### src/rtl/core/podo_pkg.sv
// Shared constants, types and the CORDIC arctangent table for the odometry integrator.
package podo_pkg;

   localparam int TRIG_BITS_DEF = 16;
   localparam int POS_BITS_DEF  = 48;
   localparam logic [31:0] DT_MAX_US  = 32'd1000000;
   localparam logic [31:0] CORDIC_GAIN = 32'h9B74EDA8;

   typedef enum logic [2:0] {
      ST_IDLE,
      ST_TRIG_POSE,
      ST_MUL,
      ST_ACCUM,
      ST_TRIG_QUAT,
      ST_OUT
   } state_type;

   function automatic logic [31:0] atan_entry(input logic [4:0] idx);
      logic [31:0] v;
      unique case (idx)
         5'd0:  v = 32'h20000000;
         5'd1:  v = 32'h12E4051E;
         5'd2:  v = 32'h09FB385B;
         5'd3:  v = 32'h051111D4;
         5'd4:  v = 32'h028B0D43;
         5'd5:  v = 32'h0145D7E1;
         5'd6:  v = 32'h00A2F61E;
         5'd7:  v = 32'h00517C55;
         5'd8:  v = 32'h0028BE53;
         5'd9:  v = 32'h00145F2F;
         5'd10: v = 32'h000A2F98;
         5'd11: v = 32'h000517CC;
         5'd12: v = 32'h00028BE6;
         5'd13: v = 32'h000145F3;
         5'd14: v = 32'h0000A2FA;
         5'd15: v = 32'h0000517D;
         5'd16: v = 32'h000028BE;
         5'd17: v = 32'h0000145F;
         5'd18: v = 32'h00000A30;
         5'd19: v = 32'h00000518;
         5'd20: v = 32'h0000028C;
         5'd21: v = 32'h00000146;
         5'd22: v = 32'h000000A3;
         5'd23: v = 32'h00000051;
         5'd24: v = 32'h00000029;
         5'd25: v = 32'h00000014;
         5'd26: v = 32'h0000000A;
         5'd27: v = 32'h00000005;
         5'd28: v = 32'h00000003;
         5'd29: v = 32'h00000001;
         5'd30: v = 32'h00000001;
         default: v = 32'h00000000;
      endcase
      return v;
   endfunction

endpackage

### src/rtl/core/podo_cordic.sv
// Iterative rotation-mode CORDIC, one micro-rotation per cycle, quadrant applied at the end.
module podo_cordic #(
   parameter int TRIG_BITS = podo_pkg::TRIG_BITS_DEF
) (
   input  logic                   clock,
   input  logic                   reset,
   input  logic                   start,
   input  logic [31:0]            angle,
   output logic                   done,
   output logic signed [TRIG_BITS+1:0] cos_out,
   output logic signed [TRIG_BITS+1:0] sin_out
);
   import podo_pkg::*;

   localparam int VW = TRIG_BITS + 2;
   localparam int IW = $clog2(TRIG_BITS + 1);
   localparam logic [32:0] GAIN_RND =
      ({1'b0, CORDIC_GAIN} + (33'd1 << (31 - TRIG_BITS))) >> (32 - TRIG_BITS);

   logic               busy_ff, busy_in;
   logic [IW-1:0]      iter_ff, iter_in;
   logic [1:0]         quad_ff, quad_in;
   logic signed [VW-1:0] x_ff, x_in, y_ff, y_in;
   logic signed [32:0] z_ff, z_in;
   logic               done_ff, done_in;
   logic signed [VW-1:0] dx, dy;
   logic signed [32:0] at;

   always_comb begin
      dx = y_ff >>> iter_ff;
      dy = x_ff >>> iter_ff;
      at = $signed({1'b0, atan_entry(5'(iter_ff))});
      busy_in = busy_ff;
      iter_in = iter_ff;
      quad_in = quad_ff;
      x_in = x_ff;
      y_in = y_ff;
      z_in = z_ff;
      done_in = 1'b0;
      if (start) begin
         busy_in = 1'b1;
         iter_in = '0;
         quad_in = angle[31:30];
         x_in = VW'(GAIN_RND);
         y_in = '0;
         z_in = $signed({3'b000, angle[29:0]});
      end else if (busy_ff) begin
         if (!z_ff[32]) begin
            x_in = x_ff - dx; y_in = y_ff + dy; z_in = z_ff - at;
         end else begin
            x_in = x_ff + dx; y_in = y_ff - dy; z_in = z_ff + at;
         end
         iter_in = iter_ff + 1'b1;
         if (iter_ff == IW'(TRIG_BITS - 1)) begin
            busy_in = 1'b0;
            done_in = 1'b1;
         end
      end
   end

   always_ff @(posedge clock) begin
      if (reset) begin
         busy_ff <= 1'b0;
         done_ff <= 1'b0;
      end else begin
         busy_ff <= busy_in;
         done_ff <= done_in;
      end
      iter_ff <= iter_in;
      quad_ff <= quad_in;
      x_ff <= x_in;
      y_ff <= y_in;
      z_ff <= z_in;
   end

   assign done = done_ff;

   always_comb begin
      unique case (quad_ff)
         2'd0: begin cos_out = x_ff;  sin_out = y_ff;  end
         2'd1: begin cos_out = -y_ff; sin_out = x_ff;  end
         2'd2: begin cos_out = -x_ff; sin_out = -y_ff; end
         default: begin cos_out = y_ff; sin_out = -x_ff; end
      endcase
   end

   a_done_pulse: assert property (@(posedge clock) disable iff (reset)
      done_ff |=> !done_ff) else $error("cordic done longer than one cycle");
   a_busy_done: assert property (@(posedge clock) disable iff (reset)
      done_ff |-> !busy_ff) else $error("cordic busy after done");
   a_start_idle: assert property (@(posedge clock) disable iff (reset)
      start |=> busy_ff) else $error("cordic did not start");

endmodule

### config.mk
export PLATFORM = sky130hd
export DESIGN_NAME = podo_cordic
export DESIGN_NICKNAME = d
export VERILOG_FILES = /design/src/rtl/core/podo_pkg.sv /design/src/rtl/core/podo_cordic.sv
export SDC_FILE = /design/constraint.sdc
export NUM_CORES = 1
export LEC_CHECK = 0
export ABC_AREA = 0
export ABC_CLOCK_PERIOD_IN_PS = 5100
export BUFFER_PORTS_ARGS = -buffer_cell sky130_fd_sc_hd__buf_2
export CAP_MARGIN = 20
export CELL_PAD_IN_SITES_DETAIL_PLACEMENT = 1
export CELL_PAD_IN_SITES_GLOBAL_PLACEMENT = 1
export CORE_UTILIZATION = 30
export CTS_CLUSTER_SIZE = 30
export DETAILED_ROUTE_END_ITERATION = 16
export PLACE_DENSITY = 0.65
export SLEW_MARGIN = 10
export SYNTH_ARGS = -nofsm -noshare
export SYNTH_HDL_FRONTEND = slang
export SYNTH_SLANG_ARGS = --single-unit
### constraint.sdc
create_clock -name clock -period 5.1 [get_ports clock]
set_input_delay 0.255 -clock clock [delete_from_list [all_inputs] [get_ports clock]]
set_output_delay 0.255 -clock clock [all_outputs]
set_load 0.01 [all_outputs]
==> flow_summary_export.csv <==
group,metric,value,unit
drt,drtIter0Drc,722,
yosys,yosys_warnings,0,
floorplanning,die_height,203,µm
power,internal_power,5.81,mW
placement,gp_congestion,0.986,
yosys,ys_top_cells_by_count,"nand2_1 (182), nor2_1 (144), a21oi_1 (134)",
worst_setup_path,start_kind,"flip-flop",
floorplanning,fp.dieW,203,µm
grt,grt_max_degree,70,
grt,grtUsageTotal,21.6,%
final_layout,nNetsFinal,1802,
final_layout,fin_area,14600,µm²
sta,period_minus_slack,4.99,ns
yosys,ys_top_cells_by_area,"dfxtp_1 (13%), ha_1 (8.3%), edfxtp_1 (7.9%)",
yosys,synth_top_family_by_area,"compound AO/OA/AOI/OAI gates",
placement,dp_slack,-0.349,ns
drt,postRouteWirelength,44500,µm
sta,hold_viol_final,0,
grt,antenna_found_initial,0,
drt,postRouteAntennaNets,0,
yosys,synthDistinctLibCells,84,
power,power_density,778,nW/µm²
sta,holdWs,0.0329,ns
worst_setup_path,cp.required,5.38,ns
flow_run,cap_violations,0,
placement,dp.final_hpwl,34100,µm
power,switching_share,48.7,%
yosys,synth_mux_area_share,11.9,%
sta,fmax,200,MHz
yosys,netlist_area,12100,µm²
floorplanning,ioPinCount,72,
placement,dpl_cell_area,13900,µm²
sta,clock_skew,0.0131,ns
worst_setup_path,critical_path.max_fanout,11,
placement,portBuffers,71,
yosys,async_flop_share,0,%
yosys,postSynthAreaPerCell,7.84,µm²
yosys,synth_area_leader_cell,"dfxtp_1",
drt,drc,0,
hold_path,worst_hold_path_type,"input pin to flip-flop",
power,leakage,6.07,nW
drt,wire_per_inst,20.1,µm
yosys,post-synth-top-area-fraction,12.5,%
clock_tree,cts_buffer_depth,2,
clock_tree,htree_levels,3,
power,seqPwrFrac,13.0,%
clock_tree,path_clk_slew,0.09,ns
power,peakVddDrop,0.338,mV
grt,grt_pass1_vias,12800,
final_layout,diodes,0,
yosys,yosysMostFrequentCell,"nand2_1",
sta,min_period_over_period,97.8,%
run_status,status,"finished, final reports clean",
clock_tree,cts.sinks,108,
sta,setup_ws,0.111,ns
final_layout,areaGrowthSynthToFinish,20.0,%
floorplanning,row_count,73,
worst_setup_path,path_class,"flip-flop to flip-flop",
clock_tree,cts_buffers,9,
sta,finalSetupTns,0,ns
clock_tree,clock_latency,0.39,ns
clock_tree,ctsHoldBuffers,0,
worst_setup_path,crit_start,"iter_ff[1]",
sta,rsz0062_at_grt,"true",
hold_path,min_from,"reset",
yosys,postSynthCellCount,1546,
floorplanning,die_area,41200,µm²
power,pwr-share-comb,80.6,%
drt,vias,12200,
yosys,synth_xor_area_share,11.2,%
yosys,synth-edff-count,32,
grt,grt_overflow,0,
yosys,ys_seq_elements,108,
sta,worst_pin_slew,0.927,ns
drt,dr.pass1.iters,5,
yosys,yosys.area_share.adder,8.75,%
worst_setup_path,cp.arrival,5.27,ns
yosys,synth_compound_area_share,22.1,%
yosys,synth_nets,1664,
final_layout,fin_util,36.6,%
worst_setup_path,reg2reg_from,"iter_ff[1]",
final_layout,layout-drive-gt1-share,21.8,%
power,power_frac_clock,6.4,%
drt,via_per_inst,5.53,
yosys,ys.flop_type,"dfxtp_1",
worst_setup_path,worst_setup_path_end_kind,"flip-flop",
sta,slew_headroom,38.1,%
clock_tree,cts_tree,"yes",
power,netSwitchingPower,5.51,mW
floorplanning,core,39800,µm²
sta,slew_viol_final,0,
yosys,yosys.area_share.simple,20.2,%
clock_tree,cts_root_buf,"clkbuf_16",
yosys,synth_seq_area_share,20.5,%
sta,setup_violations,0,
floorplanning,start_util,30.5,%
grt,grt_pass1_wl,69900,µm
-- sequential cells by signal, summed over array words and instances (netlist names) --
| signal | cells |
|---|---|
| busy_ff | 1 |
| quad_ff | 2 |
| x_ff | 18 |
| done | 1 |
| y_ff | 18 |
| at | 30 |
| iter_ff | 5 |
| z_ff | 33 |
-- final cells by class --
cell class | instances | area (µm²)
well taps | 525 | 657
repair buffers | 238 | 1720
fillers | 4895 | 25300
clock buffers | 11 | 233
multi-input cells | 1278 | 9240
clock inverters | 5 | 36.3
inverters | 49 | 184
flip-flops and latches | 108 | 2490
-- stage by stage --
| step | power (mW) | cells |
|---|---|---|
| 4_1_cts | 11.1 | 2206 |
| 5_1_grt | 12.3 | 2214 |
| 2_1_floorplan | 7.45 | 1546 |
| 6_report | 11.3 | 2214 |
| 3_3_place_gp | 10.0 | 2187 |
| 3_5_place_dp | 10.3 | 2187 |
-- cell families after synthesis --
| family | count (synthesis) |
|---|---|
| AND/OR/NAND/NOR | 519 |
| adder cells (fa/ha/maj) | 83 |
| XOR/XNOR | 155 |
| flip-flops | 108 |
| AO/OA/AOI/OAI | 428 |
| buffers and inverters | 160 |
| multiplexers | 93 |
-- worst paths after layout --
| path | to | slack (ns) | depth (start not counted) |
|---|---|---|---|
| worst min-delay path | busy_ff | 0.03 | 2 |
| worst max register to register | x_ff[17] | 0.11 | 20 |
| worst min register to register | z_ff[30] | 0.48 | 2 |
| worst max-delay path | x_ff[17] | 0.11 | 20 |
-- power groups by stage --
stage / registers [mW] / logic (mW) / clock network, mW
floorplan: 1.37 / 6.08 / 0
global placement: 1.48 / 8.55 / 0
detailed placement: 1.49 / 8.80 / 0
CTS: 1.47 / 8.91 / 0.748
global route: 1.51 / 10.0 / 0.774
finish: 1.47 / 9.12 / 0.721
-- routing by layer --
layer / vias to the layer above / wire (µm) / global-route usage (%) / share of wire, %
li1: 5838 / - / - / -
met1: 6064 / 19000 / 25.1 / 43
met2: 246 / 22500 / 39.4 / 51
met3: 88 / 1240 / 2.34 / 2.8
met4: 0 / 1740 / 9.69 / 3.9
met5: - / 0 / 0 / 0
-- repair_timing --
action | in CTS | in global routing
endpoints found under the hold margin | 0 | 0
gates resized for setup | 18 | 45
pin swaps | 6 | 18
setup endpoints to repair | 2 | 4
setup buffers | 2 | 8
cloned | 1 | 0
-- layout by cell type (no fill, tap or decap), types with 6 or more instances in the layout --
master     instances
a21oi_1          131
a31oi_1           22
and2_1            11
nor2b_1           17
mux4_2            37
xor2_1            71
buf_4            157
clkbuf_16          9
nand2b_1          18
xnor2_1           84
o31ai_1           11
or3_1             19
nor2_1           144
mux2_2            11
o211ai_1          20
a21o_1            24
dfxtp_1           71
inv_1             45
ha_1              78
nor3_1            31
mux2i_1           37
o21bai_1           9
a211oi_1          13
or2_2              9
o22ai_1            6
buf_2             70
o21a_1            14
and3_1            19
edfxtp_1          32
nand2_1          181
o21ai_0          104
nand3_1           24
nor4_1             6
-- worst max-delay path, cell delays in order (launching register included) --
cell and delay [ns]:
dfxtp_4 0.42, buf_12 0.15, mux4_2 0.54, mux2_4 0.32, a221oi_4 0.31, o211a_1 0.22
and4b_2 0.32, a21oi_1 0.10, xor2_1 0.15, ha_1 0.30, buf_4 0.16, and4_2 0.26
a221o_1 0.34, a211oi_2 0.23, buf_4 0.14, o211ai_1 0.12, o21a_1 0.19, nor2_1 0.12
xnor2_1 0.17, a21oi_1 0.10, a31o_2 0.23
Note: power is estimated with default switching activity, not from simulation.
